**config.mk**
```make
export PLATFORM = sky130hd
export DESIGN_NAME = hdlc_frame_bit_encoder
export DESIGN_NICKNAME = d
export VERILOG_FILES = /design/src/hw/rtl/hfbe_pkg.sv /design/src/hw/rtl/hfbe_front.sv /design/src/hw/rtl/hfbe_back.sv /design/src/hw/rtl/hfbe_out_fifo.sv /design/src/hw/rtl/hdlc_frame_bit_encoder.sv
export SDC_FILE = /design/constraint.sdc
export NUM_CORES = 1
export LEC_CHECK = 0
export BUFFER_PORTS_ARGS = -buffer_cell sky130_fd_sc_hd__buf_2
export CAP_MARGIN = 20
export CORE_ASPECT_RATIO = 0.7
export CORE_MARGIN = 8
export CORE_UTILIZATION = 37
export CTS_CLUSTER_SIZE = 10
export DETAILED_ROUTE_END_ITERATION = 10
export SKIP_CTS_REPAIR_TIMING = 1
export SYNTH_ARGS = -nofsm -noshare
export SYNTH_HDL_FRONTEND = slang
export SYNTH_HIERARCHICAL = 1
export SYNTH_SLANG_ARGS = --single-unit
```
**constraint.sdc**
```tcl
create_clock -name clk -period 3.45 [get_ports clk]
set_input_delay 0.1725 -clock clk [delete_from_list [all_inputs] [get_ports clk]]
set_output_delay 0.1725 -clock clk [all_outputs]
set_load 0.02 [all_outputs]
```
**src/hw/rtl/hfbe_pkg.sv**
```systemverilog
package hfbe_pkg;

  // Frame command codes
  typedef enum logic [1:0] {
    CMD_START = 2'd0,
    CMD_DATA  = 2'd1,
    CMD_FLAG  = 2'd2,
    CMD_END   = 2'd3
  } cmd_t;

  // Byte segments of an end-of-frame command
  typedef enum logic [1:0] {
    SEG_LO   = 2'd0,
    SEG_HI   = 2'd1,
    SEG_FLAG = 2'd2
  } seg_t;

  localparam logic [15:0] CRC_PRESET = 16'hFFFF;
  localparam logic [15:0] CRC_POLY   = 16'h8408;
  localparam logic [2:0]  RUN_LIMIT  = 3'd5;
  localparam logic [7:0]  FLAG_RESET = 8'h7E;

  // Command queue between front and back
  localparam int IQ_AW    = 2;
  localparam int IQ_DEPTH = 2 ** IQ_AW;

  // Symbol queue on the result side
  localparam int OQ_AW    = 1;
  localparam int OQ_DEPTH = 2 ** OQ_AW;

  typedef struct packed {
    cmd_t       cmd;
    logic [7:0] data;
  } cmd_word_t;

  // Head of the command queue as seen by the back end
  typedef struct packed {
    logic      valid;
    cmd_word_t word;
  } cmd_head_t;

  typedef struct packed {
    logic tone;
    logic stuffed;
    logic last;
  } sym_t;

endpackage

```
**src/hw/rtl/hfbe_front.sv**
```systemverilog
module hfbe_front (
  input  logic                 clk,
  input  logic                 rst_n,
  input  logic                 push,
  output logic                 full,
  input  logic [1:0]           in_cmd,
  input  logic [7:0]           in_data_byte,
  output hfbe_pkg::cmd_head_t  head,
  input  logic                 take
);

  hfbe_pkg::cmd_word_t          q_r [hfbe_pkg::IQ_DEPTH];
  logic [hfbe_pkg::IQ_AW-1:0]   wr_ptr_r, wr_ptr_nxt;
  logic [hfbe_pkg::IQ_AW-1:0]   rd_ptr_r, rd_ptr_nxt;
  logic [hfbe_pkg::IQ_AW:0]     cnt_r, cnt_nxt;
  logic                         wr_en;
  logic                         rd_en;
  hfbe_pkg::cmd_word_t          word_in;

  // Classify the incoming word
  always_comb begin
    word_in.cmd  = hfbe_pkg::cmd_t'(in_cmd);
    word_in.data = (word_in.cmd == hfbe_pkg::CMD_DATA) ? in_data_byte : 8'h00;
  end

  assign full  = (cnt_r == (hfbe_pkg::IQ_AW+1)'(hfbe_pkg::IQ_DEPTH));
  assign wr_en = push & ~full;
  assign rd_en = take & head.valid;

  assign head.valid = (cnt_r != '0);
  assign head.word  = q_r[rd_ptr_r];

  // Advance pointers and fill count
  always_comb begin
    wr_ptr_nxt = wr_en ? wr_ptr_r + 1'b1 : wr_ptr_r;
    rd_ptr_nxt = rd_en ? rd_ptr_r + 1'b1 : rd_ptr_r;
    cnt_nxt    = cnt_r;
    if (wr_en && !rd_en) begin
      cnt_nxt = cnt_r + 1'b1;
    end else if (!wr_en && rd_en) begin
      cnt_nxt = cnt_r - 1'b1;
    end
  end

  always_ff @(posedge clk) begin
    if (!rst_n) begin
      wr_ptr_r <= '0;
      rd_ptr_r <= '0;
      cnt_r    <= '0;
    end else begin
      wr_ptr_r <= wr_ptr_nxt;
      rd_ptr_r <= rd_ptr_nxt;
      cnt_r    <= cnt_nxt;
    end
  end

  // Store the word
  always_ff @(posedge clk) begin
    if (wr_en) begin
      q_r[wr_ptr_r] <= word_in;
    end
  end

endmodule

```
**src/hw/rtl/hfbe_back.sv**
```systemverilog
module hfbe_back (
  input  logic                 clk,
  input  logic                 rst_n,
  input  logic                 cfg_we,
  input  logic [7:0]           cfg_wdata,
  input  hfbe_pkg::cmd_head_t  head,
  output logic                 take,
  input  logic                 room,
  output logic                 sym_push,
  output hfbe_pkg::sym_t       sym
);

  logic [7:0]       flag_r;
  logic [15:0]      crc_r, crc_nxt;
  logic             tone_r, tone_nxt;
  logic [2:0]       run_r, run_nxt;
  logic             busy_r, busy_nxt;
  hfbe_pkg::cmd_t   op_r, op_nxt;
  hfbe_pkg::seg_t   seg_r, seg_nxt;
  logic [7:0]       shift_r, shift_nxt;
  logic [7:0]       hi_r, hi_nxt;
  logic [2:0]       idx_r, idx_nxt;
  logic             stuff_r, stuff_nxt;

  logic             cur_bit;
  logic             is_flag;
  logic             final_seg;
  logic [2:0]       run0;
  logic [2:0]       run_inc;
  logic [15:0]      crc_adv;
  logic             bit_done;
  logic             end_bit;

  assign take      = ~busy_r & head.valid;
  assign sym_push  = busy_r & room;
  assign cur_bit   = shift_r[idx_r];
  assign is_flag   = (op_r == hfbe_pkg::CMD_FLAG) ||
                     ((op_r == hfbe_pkg::CMD_END) && (seg_r == hfbe_pkg::SEG_FLAG));
  assign final_seg = (op_r != hfbe_pkg::CMD_END) || (seg_r == hfbe_pkg::SEG_FLAG);
  assign end_bit   = (idx_r == 3'd7) && final_seg;
  assign run0      = is_flag ? 3'd0 : run_r;
  assign run_inc   = run0 + 3'd1;
  assign crc_adv   = (crc_r >> 1) ^ ((crc_r[0] ^ cur_bit) ? hfbe_pkg::CRC_POLY : 16'h0000);

  // Hold the flag pattern register
  always_ff @(posedge clk) begin
    if (!rst_n) begin
      flag_r <= hfbe_pkg::FLAG_RESET;
    end else if (cfg_we) begin
      flag_r <= cfg_wdata;
    end
  end

  // Serialize one bit or one stuffed zero per step
  always_comb begin
    crc_nxt   = crc_r;
    tone_nxt  = tone_r;
    run_nxt   = run_r;
    busy_nxt  = busy_r;
    op_nxt    = op_r;
    seg_nxt   = seg_r;
    shift_nxt = shift_r;
    hi_nxt    = hi_r;
    idx_nxt   = idx_r;
    stuff_nxt = stuff_r;
    bit_done  = 1'b0;
    sym       = '0;

    // Load a new command
    if (take) begin
      op_nxt  = head.word.cmd;
      seg_nxt = hfbe_pkg::SEG_LO;
      idx_nxt = 3'd0;
      unique case (head.word.cmd)
        hfbe_pkg::CMD_START: begin
          crc_nxt  = hfbe_pkg::CRC_PRESET;
          tone_nxt = 1'b1;
        end
        hfbe_pkg::CMD_DATA: begin
          busy_nxt  = 1'b1;
          shift_nxt = head.word.data;
        end
        hfbe_pkg::CMD_FLAG: begin
          busy_nxt  = 1'b1;
          shift_nxt = flag_r;
        end
        hfbe_pkg::CMD_END: begin
          busy_nxt  = 1'b1;
          shift_nxt = ~crc_r[7:0];
          hi_nxt    = ~crc_r[15:8];
        end
        default: begin
          busy_nxt = 1'b0;
        end
      endcase
    end

    // Emit one symbol
    if (sym_push) begin
      if (stuff_r) begin
        tone_nxt  = ~tone_r;
        stuff_nxt = 1'b0;
        bit_done  = 1'b1;
        sym       = '{tone: ~tone_r, stuffed: 1'b1, last: end_bit};
      end else begin
        if (!is_flag) begin
          crc_nxt = crc_adv;
        end
        if (cur_bit) begin
          if (run_inc == hfbe_pkg::RUN_LIMIT) begin
            stuff_nxt = 1'b1;
            run_nxt   = 3'd0;
            sym       = '{tone: tone_r, stuffed: 1'b0, last: 1'b0};
          end else begin
            run_nxt  = run_inc;
            bit_done = 1'b1;
            sym      = '{tone: tone_r, stuffed: 1'b0, last: end_bit};
          end
        end else begin
          run_nxt  = 3'd0;
          tone_nxt = ~tone_r;
          bit_done = 1'b1;
          sym      = '{tone: ~tone_r, stuffed: 1'b0, last: end_bit};
        end
      end

      // Advance to the next bit, segment or finish
      if (bit_done) begin
        if (idx_r == 3'd7) begin
          if (final_seg) begin
            busy_nxt = 1'b0;
          end else begin
            idx_nxt = 3'd0;
            if (seg_r == hfbe_pkg::SEG_LO) begin
              seg_nxt   = hfbe_pkg::SEG_HI;
              shift_nxt = hi_r;
            end else begin
              seg_nxt   = hfbe_pkg::SEG_FLAG;
              shift_nxt = flag_r;
            end
          end
        end else begin
          idx_nxt = idx_r + 3'd1;
        end
      end
    end
  end

  always_ff @(posedge clk) begin
    if (!rst_n) begin
      crc_r   <= hfbe_pkg::CRC_PRESET;
      tone_r  <= 1'b1;
      run_r   <= 3'd0;
      busy_r  <= 1'b0;
      stuff_r <= 1'b0;
      op_r    <= hfbe_pkg::CMD_START;
      seg_r   <= hfbe_pkg::SEG_LO;
      idx_r   <= 3'd0;
    end else begin
      crc_r   <= crc_nxt;
      tone_r  <= tone_nxt;
      run_r   <= run_nxt;
      busy_r  <= busy_nxt;
      stuff_r <= stuff_nxt;
      op_r    <= op_nxt;
      seg_r   <= seg_nxt;
      idx_r   <= idx_nxt;
    end
  end

  always_ff @(posedge clk) begin
    shift_r <= shift_nxt;
    hi_r    <= hi_nxt;
  end

  // The run counter never holds the limit: reaching it schedules a stuffed zero
  a_run_below_limit: assert property (@(posedge clk) disable iff (!rst_n)
    run_r < hfbe_pkg::RUN_LIMIT)
    else $error("ones run reached the stuffing limit");

  // A pending stuffed zero belongs to the item at work
  a_stuff_needs_busy: assert property (@(posedge clk) disable iff (!rst_n)
    stuff_r |-> busy_r)
    else $error("stuffed zero pending while idle");

  // A stuffed zero is scheduled only right after a one bit of the same item
  a_stuff_after_one: assert property (@(posedge clk) disable iff (!rst_n)
    $rose(stuff_r) |-> $past(sym_push && !sym.stuffed && !sym.last))
    else $error("stuffed symbol without a preceding one bit");

endmodule

```
**src/hw/rtl/hfbe_out_fifo.sv**
```systemverilog
module hfbe_out_fifo (
  input  logic            clk,
  input  logic            rst_n,
  input  logic            sym_push,
  input  hfbe_pkg::sym_t  sym,
  output logic            room,
  output logic            empty,
  input  logic            pop,
  output logic            out_tone,
  output logic            out_stuffed,
  output logic            out_last
);

  hfbe_pkg::sym_t               q_r [hfbe_pkg::OQ_DEPTH];
  logic [hfbe_pkg::OQ_AW-1:0]   wr_ptr_r;
  logic [hfbe_pkg::OQ_AW-1:0]   rd_ptr_r;
  logic [hfbe_pkg::OQ_AW:0]     cnt_r, cnt_nxt;
  logic                         rd_en;
  hfbe_pkg::sym_t               head;

  assign room  = (cnt_r != (hfbe_pkg::OQ_AW+1)'(hfbe_pkg::OQ_DEPTH));
  assign empty = (cnt_r == '0);
  assign rd_en = pop & ~empty;

  assign head        = q_r[rd_ptr_r];
  assign out_tone    = head.tone;
  assign out_stuffed = head.stuffed;
  assign out_last    = head.last;

  // Track fill level
  always_comb begin
    cnt_nxt = cnt_r;
    if (sym_push && !rd_en) begin
      cnt_nxt = cnt_r + 1'b1;
    end else if (!sym_push && rd_en) begin
      cnt_nxt = cnt_r - 1'b1;
    end
  end

  always_ff @(posedge clk) begin
    if (!rst_n) begin
      wr_ptr_r <= '0;
      rd_ptr_r <= '0;
      cnt_r    <= '0;
    end else begin
      if (sym_push) begin
        wr_ptr_r <= wr_ptr_r + 1'b1;
      end
      if (rd_en) begin
        rd_ptr_r <= rd_ptr_r + 1'b1;
      end
      cnt_r <= cnt_nxt;
    end
  end

  // Store the symbol
  always_ff @(posedge clk) begin
    if (sym_push) begin
      q_r[wr_ptr_r] <= sym;
    end
  end

  // No symbol is written into a full queue
  a_no_overflow: assert property (@(posedge clk) disable iff (!rst_n)
    sym_push |-> room)
    else $error("symbol written into full result queue");

endmodule

```
**src/hw/rtl/hdlc_frame_bit_encoder.sv**
```systemverilog
// Channel   Handshake       Payload
// input     push / full     in_cmd[1:0], in_data_byte[7:0]
// result    empty / pop     out_tone, out_stuffed, out_last
// config    cfg_we          cfg_wdata[7:0] (flag pattern)
//
// One tone symbol per cycle leaves the serializer while a word is at work and the result queue has room.
// A data word is loaded and then sent as 8 to 10 symbols, a flag word as 8, an end
// word as 24 to 28, and a start word sends none; the serializer takes one word at a time.
// A 4-word command queue lets new words enter while the serializer works.
// Reset (rst_n low, synchronous) empties both queues, presets the CRC to all ones,
// the tone to mark and the flag pattern to 0x7E; a stalled result queue stops the
// serializer and then fills the command queue until full rises.
module hdlc_frame_bit_encoder (
  input  logic        clk,
  input  logic        rst_n,
  input  logic        push,
  output logic        full,
  input  logic [1:0]  in_cmd,
  input  logic [7:0]  in_data_byte,
  output logic        empty,
  input  logic        pop,
  output logic        out_tone,
  output logic        out_stuffed,
  output logic        out_last,
  input  logic        cfg_we,
  input  logic [7:0]  cfg_wdata
);

  hfbe_pkg::cmd_head_t head;
  logic                take;
  logic                room;
  logic                sym_push;
  hfbe_pkg::sym_t      sym;

  hfbe_front u_front (
    .clk          (clk),
    .rst_n        (rst_n),
    .push         (push),
    .full         (full),
    .in_cmd       (in_cmd),
    .in_data_byte (in_data_byte),
    .head         (head),
    .take         (take)
  );

  hfbe_back u_back (
    .clk       (clk),
    .rst_n     (rst_n),
    .cfg_we    (cfg_we),
    .cfg_wdata (cfg_wdata),
    .head      (head),
    .take      (take),
    .room      (room),
    .sym_push  (sym_push),
    .sym       (sym)
  );

  hfbe_out_fifo u_out_fifo (
    .clk         (clk),
    .rst_n       (rst_n),
    .sym_push    (sym_push),
    .sym         (sym),
    .room        (room),
    .empty       (empty),
    .pop         (pop),
    .out_tone    (out_tone),
    .out_stuffed (out_stuffed),
    .out_last    (out_last)
  );

endmodule

```
==> results of run 1 <==
-- kinds of logic (layout without fill, tap and decap cells) --
| family | Yosys count | in the layout | synth area share (%) |
|---|---|---|---|
| AND/OR/NAND/NOR | 145 | 145 | 15.0 |
| adder cells (fa/ha/maj) | 11 | 11 | 2.93 |
| flip-flops | 113 | 113 | 56.5 |
| AO/OA/AOI/OAI | 58 | 58 | 7.54 |
| multiplexers | 46 | 46 | 12.8 |
| XOR/XNOR | 12 | 12 | 2.12 |
| buffers and inverters | 36 | 84 | 3.10 |
-- layout make-up --
type	count	share of cell area [%]
Sequential cell	113	47.8
Multi-Input combinational cell	272	34.2
Inverter	16	1.02
Tap cell	166	3.54
Timing Repair Buffer	36	3.71
Clock buffer	19	7.38
Clock inverter	13	2.37
-- path summary, 6_finish.rpt --
kind,cells after the start,endpoint
worst max register to register,10,u_front/cnt_r[2]
worst min-delay path,3,u_back/flag_r[5]
worst max-delay path,10,u_front/cnt_r[2]
worst min register to register,2,u_back/run_r[0]
-- flip-flops by register name, indices dropped and copies added, names as in the netlist, 2 cells and up, named ones only --
register and count:
u_back/seg_r 2, u_front/rd_ptr_r 2, u_front/wr_ptr_r 2, u_out_fifo/cnt_r 2, u_back/run_r 3, u_back/flag_r 8
u_front/q_r 40, u_out_fifo/q_r 6, u_back/crc_r 16, u_front/cnt_r 3, u_back/op_r 2, u_back/idx_r 3
u_back/shift_r 8, u_back/hi_r 8
-- through the flow --
step | area [sq um] | util, % | worst slack, ns
final | 5860 | 44.6 | 0.678
after global routing | 5860 | 44.6 | 0.459
after CTS | 5800 | 44.2 | 0.674
after detailed placement | 5230 | 39.8 | 0.666
after global placement | 5230 | 39.8 | 0.806
after floorplan | 4960 | - | 0.822
-- power groups by stage --
stage	logic [mW]	clock network (mW)	registers, mW
6_report	1.37	1.67	1.85
3_5_place_dp	1.36	0	1.87
3_3_place_gp	1.33	0	1.86
2_1_floorplan	1.09	0	1.81
4_1_cts	1.38	1.70	1.85
5_1_grt	1.54	1.77	1.88
-- cell usage in the layout, fill, tap and decap left out, drive strengths merged, types with 2 or more instances in the layout --
cell / count
dfxtp: 59
edfxtp: 54
nand2: 47
mux2i: 30
o21ai: 30
buf: 30
and2: 24
nor2: 23
clkbuf: 19
inv: 17
nor3: 17
mux4: 12
o211ai: 10
nand3: 10
ha: 10
nor2b: 9
xnor2: 7
clkinvlp: 6
dlygate4sd3: 6
xor2: 5
a21boi: 5
mux2: 4
clkinv: 4
nand2b: 3
and3: 3
o31ai: 3
or3: 3
bufinv: 2
a21oi: 2
a22o: 2
o21a: 2
nor3b: 2
-- metal layers --
layer  track usage (%)  wire length (um)
met1              16.1              5020
met5                 0                 0
met3              3.62               422
met2              17.2              4340
met4              4.88                74
-- cell usage after synthesis (3+ instances only) --
library cell  instances  area, sq um
mux2i_1              29          290
and2_1               24          150
nor2b_1               9         56.3
nor2_1               22         82.6
nor3_1               16         80.1
dfxtp_1              59         1180
ha_1                 10          125
edfxtp_1             54         1620
clkbuf_1             15         56.3
inv_1                16         60.1
and3_1                3         18.8
nand3_1              10         50.1
xor2_1                5         43.8
mux4_2               10          225
o211ai_1             10         75.1
mux2_2                4         45.0
xnor2_1               7         61.3
nand2b_1              3         18.8
a21boi_0              3         22.5
nand2_1              47          176
o21ai_0              28          140
-- worst register-to-register path, delay by kind of cell, from the launching register on --
family / cells / cell delay (ns)
AOI/OAI and AO/OA: 2 / 0.27
xor gates and xnor gates: 1 / 0.15
adders and majority gates: 2 / 0.61
buffers and inverters: 2 / 0.25
DFF: 1 / 0.37
and+or+nand+nor: 3 / 1.05
==> qor.csv, run 1 <==
stage;metric;value;unit
outcome;status;finished, violations left;
outcome;violations;hold timing;
finish;stdcell_count;635;
logic_synthesis;synth_nets;455;
place;dp_cells;597;
logic_synthesis;yosysSeqAreaShare;56.5;%
routing;wl;9860;um
global_route;antenna_found_initial;0;
pwr;power_frac_comb;28.0;%
global_route;grt_max_degree;54;
pwr;pwr_density_cell;833;mW/mm^2
logic_synthesis;synth-edff-count;54;
routing;first_pass_iters;5;
logic_synthesis;ys_types;49;
global_route;grt_pass1_vias;3185;
floorplan;die_w;154;um
floorplan;rows;35;
worst_setup_path;crit_buf_inv;2;
worst_setup_path;crit_chain;or3_2 > nand2b_1 > inv_1 > o31ai_2 > ha_1 > inv_1 > fa_1 > xor2_1 > or3_1 > a21boi_1;
logic_synthesis;netlist_area;0.00496;sq mm
routing;via_per_inst;5.01;
worst_setup_path;worst_path_max_delay_cell;or3_2;
floorplan;start_util;37.8;%
floorplan;pin_count;28;
clock_tree;cts.clk_slew.worst_paths;0.05;ns
global_route;grt_usage;11.9;%
clock_tree;clockBufferDepth;2;
finish;nNetsFinal;490;
timing;setup_viol_count_final;0;
clock_tree;clkSinkCount;113;
floorplan;core_area;0.0131;sq mm
clock_tree;numCtsBuffers;17;
finish;syn2layout_area_growth;18.2;%
place;portBuffers;27;
hold_path;hp-start;cfg_wdata[5];
finish;multi_input_area;0.00200;sq mm
worst_setup_path;cp_slowest_stage_delay;0.51;ns
routing;wire_per_inst;15.5;um
worst_setup_path;startpoint;u_front/cnt_r[1];
finish;regArea;0.00280;sq mm
floorplan;die_area;0.0174;sq mm
worst_setup_path;cp_top_family;simple AND/OR/NAND/NOR gates;
logic_synthesis;synth_cells;421;
routing;vias;3182;
timing;hold_violations;2;
floorplan;die_h;113;um
timing;tightest_slew;1.08;ns
job;maxCapViolCount;0;
logic_synthesis;synthArstFlopShare;0;%
logic_synthesis;synth_seq_cells;113;
timing;period_share;80.4;%
pwr;vdd_drop_max;452;uV
pwr;leakagePower;2.27;nW
worst_setup_path;required;3.78;ns
finish;drive_gt1_share;17.3;%
pwr;p_switching;1.57;mW
routing;drt_iter0_drc;226;
clock_tree;cts-root-buf;clkbuf_16;
worst_setup_path;crit_fanout;8;
worst_setup_path;crit_path_start_kind;register;
pwr;p_int;3.31;mW
timing;min_period;2.77;ns
worst_setup_path;cp.arrival;3.10;ns
hold_path;hold_path.class;in2reg;
timing;rsz0062_at_grt;no;
worst_setup_path;crit_top_cell;inv_1;
clock_tree;clk_latency;0.41;ns
routing;ant_nets;0;
pwr;p_seq_share;37.9;%
place;dpl.hpwl;6610;um
logic_synthesis;synth_ff_type;dfxtp_1;
finish;diodes;0;
timing;holdWs;-0.0168;ns
clock_tree;cts_tree;built;
finish;fillCellCount;1229;
pwr;pwr-share-clk;34.1;%
pwr;power.total;4.88;mW
timing;finClkSkew;0.0165;ns
routing;drc;0;
worst_setup_path;endpoint_kind;register;
place;gp_congestion;0.743;
logic_synthesis;synth_warnings;6;
timing;slew-limit-headroom;27.9;%
timing;drv_slew;0;
logic_synthesis;syn_area_per_cell;11.8;sq um
global_route;grt_pass1_wl;16100;um
timing;clock.fmax;361;MHz
worst_setup_path;crit_type;reg2reg;
clock_tree;htreeDepth;4;
timing;setup_tns;0;ns
global_route;gr-total-overflow;0;
worst_setup_path;reg2reg_from;u_front/cnt_r[1];
worst_setup_path;ff2ff_setup_slack;0.68;ns
pwr;switching_share;32.2;%
No activity file was read; power rests on OpenSTA's default activity.
==> run 2, diff against run 1 <==
- clock period: 3.45 -> 2.5 ns (I/O delays scaled with it)
==> run 2 against run 1 <==
  * The run now ends clean
  * Worst hold slack better by 0.085 ns
  * Cell count up 2.7%
  * Register-to-register slack worse by 0.59 ns
  * Die area unchanged
  * Via count up 2.7%
  * Sequential share of layout area down 1.2 points
  * Clock power up 42%
  * Critical endpoint unchanged
  * Largest power group unchanged
  * Highest routed layer unchanged
==> qor.csv, run 2 (synthesis gave the netlist of run 1 again) <==
stage;metric;value;unit;change
floorplan;die_w;154;um;unchanged
pwr;pwr_density_cell;1160;mW/mm^2;was 833 mW/mm^2
clock_tree;cts_tree;built;;unchanged
routing;drt_iter0_drc;196;;was 226
finish;reg_top3;u_front/q_r x40, u_back/crc_r x16;;unchanged
clock_tree;cts.clk_slew.worst_paths;0.05;ns;about the same
place;portBuffers;27;;unchanged
finish;diodes;0;;unchanged
pwr;vdd_drop_max;670;uV;was 452 uV
worst_setup_path;startpoint;u_front/cnt_r[1];;unchanged
timing;clock.fmax;415;MHz;was 361 MHz
hold_path;hold_path.class;in2reg;;unchanged
floorplan;start_util;37.8;%;unchanged
timing;holdWs;0.0685;ns;was -0.0168 ns
routing;drc;0;;unchanged
worst_setup_path;ff2ff_setup_slack;0.09;ns;was 0.68 ns
finish;stdcell_count;652;;was 635
global_route;antenna_found_initial;0;;unchanged
worst_setup_path;crit_path_start_kind;register;;unchanged
finish;fillCellCount;1205;;was 1229
timing;slew-limit-headroom;61.1;%;was 27.9%
finish;syn2layout_area_growth;21.5;%;was 18.2%
global_route;grt_max_degree;29;;was 54
floorplan;pin_count;28;;unchanged
clock_tree;clockBufferDepth;2;;unchanged
finish;nNetsFinal;507;;was 490
finish;layout_common_cells;dfxtp_1, edfxtp_1, nand2_1;;unchanged
routing;ant_nets;0;;unchanged
place;gp_congestion;0.757;;was 0.743
floorplan;die_area;0.0174;sq mm;unchanged
pwr;leakagePower;2.37;nW;was 2.27 nW
worst_setup_path;crit_end;u_front/cnt_r[2];;unchanged
timing;min_period;2.41;ns;was 2.77 ns
worst_setup_path;cp.arrival;2.73;ns;was 3.10 ns
worst_setup_path;reg2reg_from;u_front/cnt_r[1];;unchanged
routing;via_per_inst;5.01;;about the same
place;dp_cells;609;;was 597
routing;wl;10200;um;was 9860 um
timing;hold_violations;0;;was 2
worst_setup_path;reg2regPathDepth;10;;unchanged
timing;period_share;96.3;%;was 80.4%
timing;setup_tns;0;ns;unchanged
outcome;status;finished, final reports clean;;was finished, violations left
floorplan;die_h;113;um;unchanged
floorplan;rows;35;;unchanged
finish;top_register;u_front/q_r;;unchanged
routing;first_pass_iters;4;;was 5
job;maxCapViolCount;0;;unchanged
clock_tree;numCtsBuffers;17;;unchanged
finish;largest_reg_flops;40;;unchanged
global_route;gr-total-overflow;0;;unchanged
worst_setup_path;crit_fanout;2;;was 8
timing;finClkSkew;0.0141;ns;was 0.0165 ns
clock_tree;clkSinkCount;113;;unchanged
timing;tightest_slew;0.584;ns;was 1.08 ns
routing;wire_per_inst;15.6;um;was 15.5 um
worst_setup_path;endpoint_kind;register;;unchanged
finish;layout.cells.most_common;dfxtp_1;;unchanged
global_route;grt_pass1_wl;16900;um;was 16100 um
finish;drive_gt1_share;20.8;%;was 17.3%
timing;drv_slew;0;;unchanged
clock_tree;clk_latency;0.42;ns;was 0.41 ns
clock_tree;cts-root-buf;clkbuf_16;;unchanged
timing;setup_viol_count_final;0;;unchanged
timing;rsz0062_at_grt;no;;unchanged
place;dpl.hpwl;6880;um;was 6610 um
worst_setup_path;crit_type;reg2reg;;unchanged
routing;vias;3268;;was 3182
clock_tree;htreeDepth;4;;unchanged
worst_setup_path;timing.rr.end;u_front/cnt_r[2];;unchanged
global_route;grt_pass1_vias;3347;;was 3185
worst_setup_path;required;2.83;ns;was 3.78 ns
global_route;grt_usage;12.2;%;was 11.9%
floorplan;core_area;0.0131;sq mm;unchanged
[run 2: power by group]
group / switching (mW) / total [mW] / internal, mW
clock: 0.875 / 2.37 / 1.49
sequential: 0.220 / 2.55 / 2.33
combinational: 1.16 / 2.05 / 0.895
total: 2.25 / 6.97 / 4.71
[run 2: per-stage QoR]
step	area [sq um]	total power, mW	setup WS, ns	utilization, %
after global routing	6030	7.37	0.0118	45.9
after floorplan	4970	4.03	0.00478	-
final	6030	6.97	0.0922	45.9
after global placement	5330	4.51	0.195	40.5
after detailed placement	5330	4.57	0.0758	40.5
after CTS	5900	6.97	0.0337	44.9
[run 2: critical path, stage by stage, from the launching register on]
cell and delay [ns]:
dfxtp_2 0.31, or3_2 0.48, nand2b_1 0.12, inv_2 0.06, o31ai_4 0.06, ha_2 0.23
inv_1 0.05, fa_1 0.37, xor2_1 0.16, or3_1 0.33, a21boi_1 0.15
[run 2: cell type report]
cell class              count  area [sq um]  area share, %
clock buffers              19           443           7.35
clock inverters            13           136           2.26
inverters                  16          60.1          0.997
repair buffers             53           355           5.90
well taps                 166           208           3.45
flip-flops and latches    113          2810           46.6
multi-input cells         272          2020           33.5
[run 2: how the worst min path moves through the flow]
| stage | startpoint | end | slack [ns] | cells after the start |
|---|---|---|---|---|
| detailed placement | cfg_wdata[1] | u_back/flag_r[1] | 0.35 | 3 |
| finish | in_data_byte[5] | u_front/q_r[2][5] | 0.07 | 2 |
| floorplan | in_cmd[0] | u_front/q_r[0][8] | 0.22 | 0 |
| global placement | cfg_wdata[1] | u_back/flag_r[1] | 0.34 | 3 |
| CTS | cfg_wdata[1] | u_back/flag_r[1] | -0.09 | 3 |
| global route | in_data_byte[1] | u_front/q_r[3][1] | 0.08 | 2 |
[run 2: per-layer routing]
metal  wire, um  GRT usage (%)  vias up
li1           -              -     1604
met2       4680           19.1       49
met4         65           4.94        0
met1       5050           15.4     1606
met3        360           3.92        9
met5          0              0        -
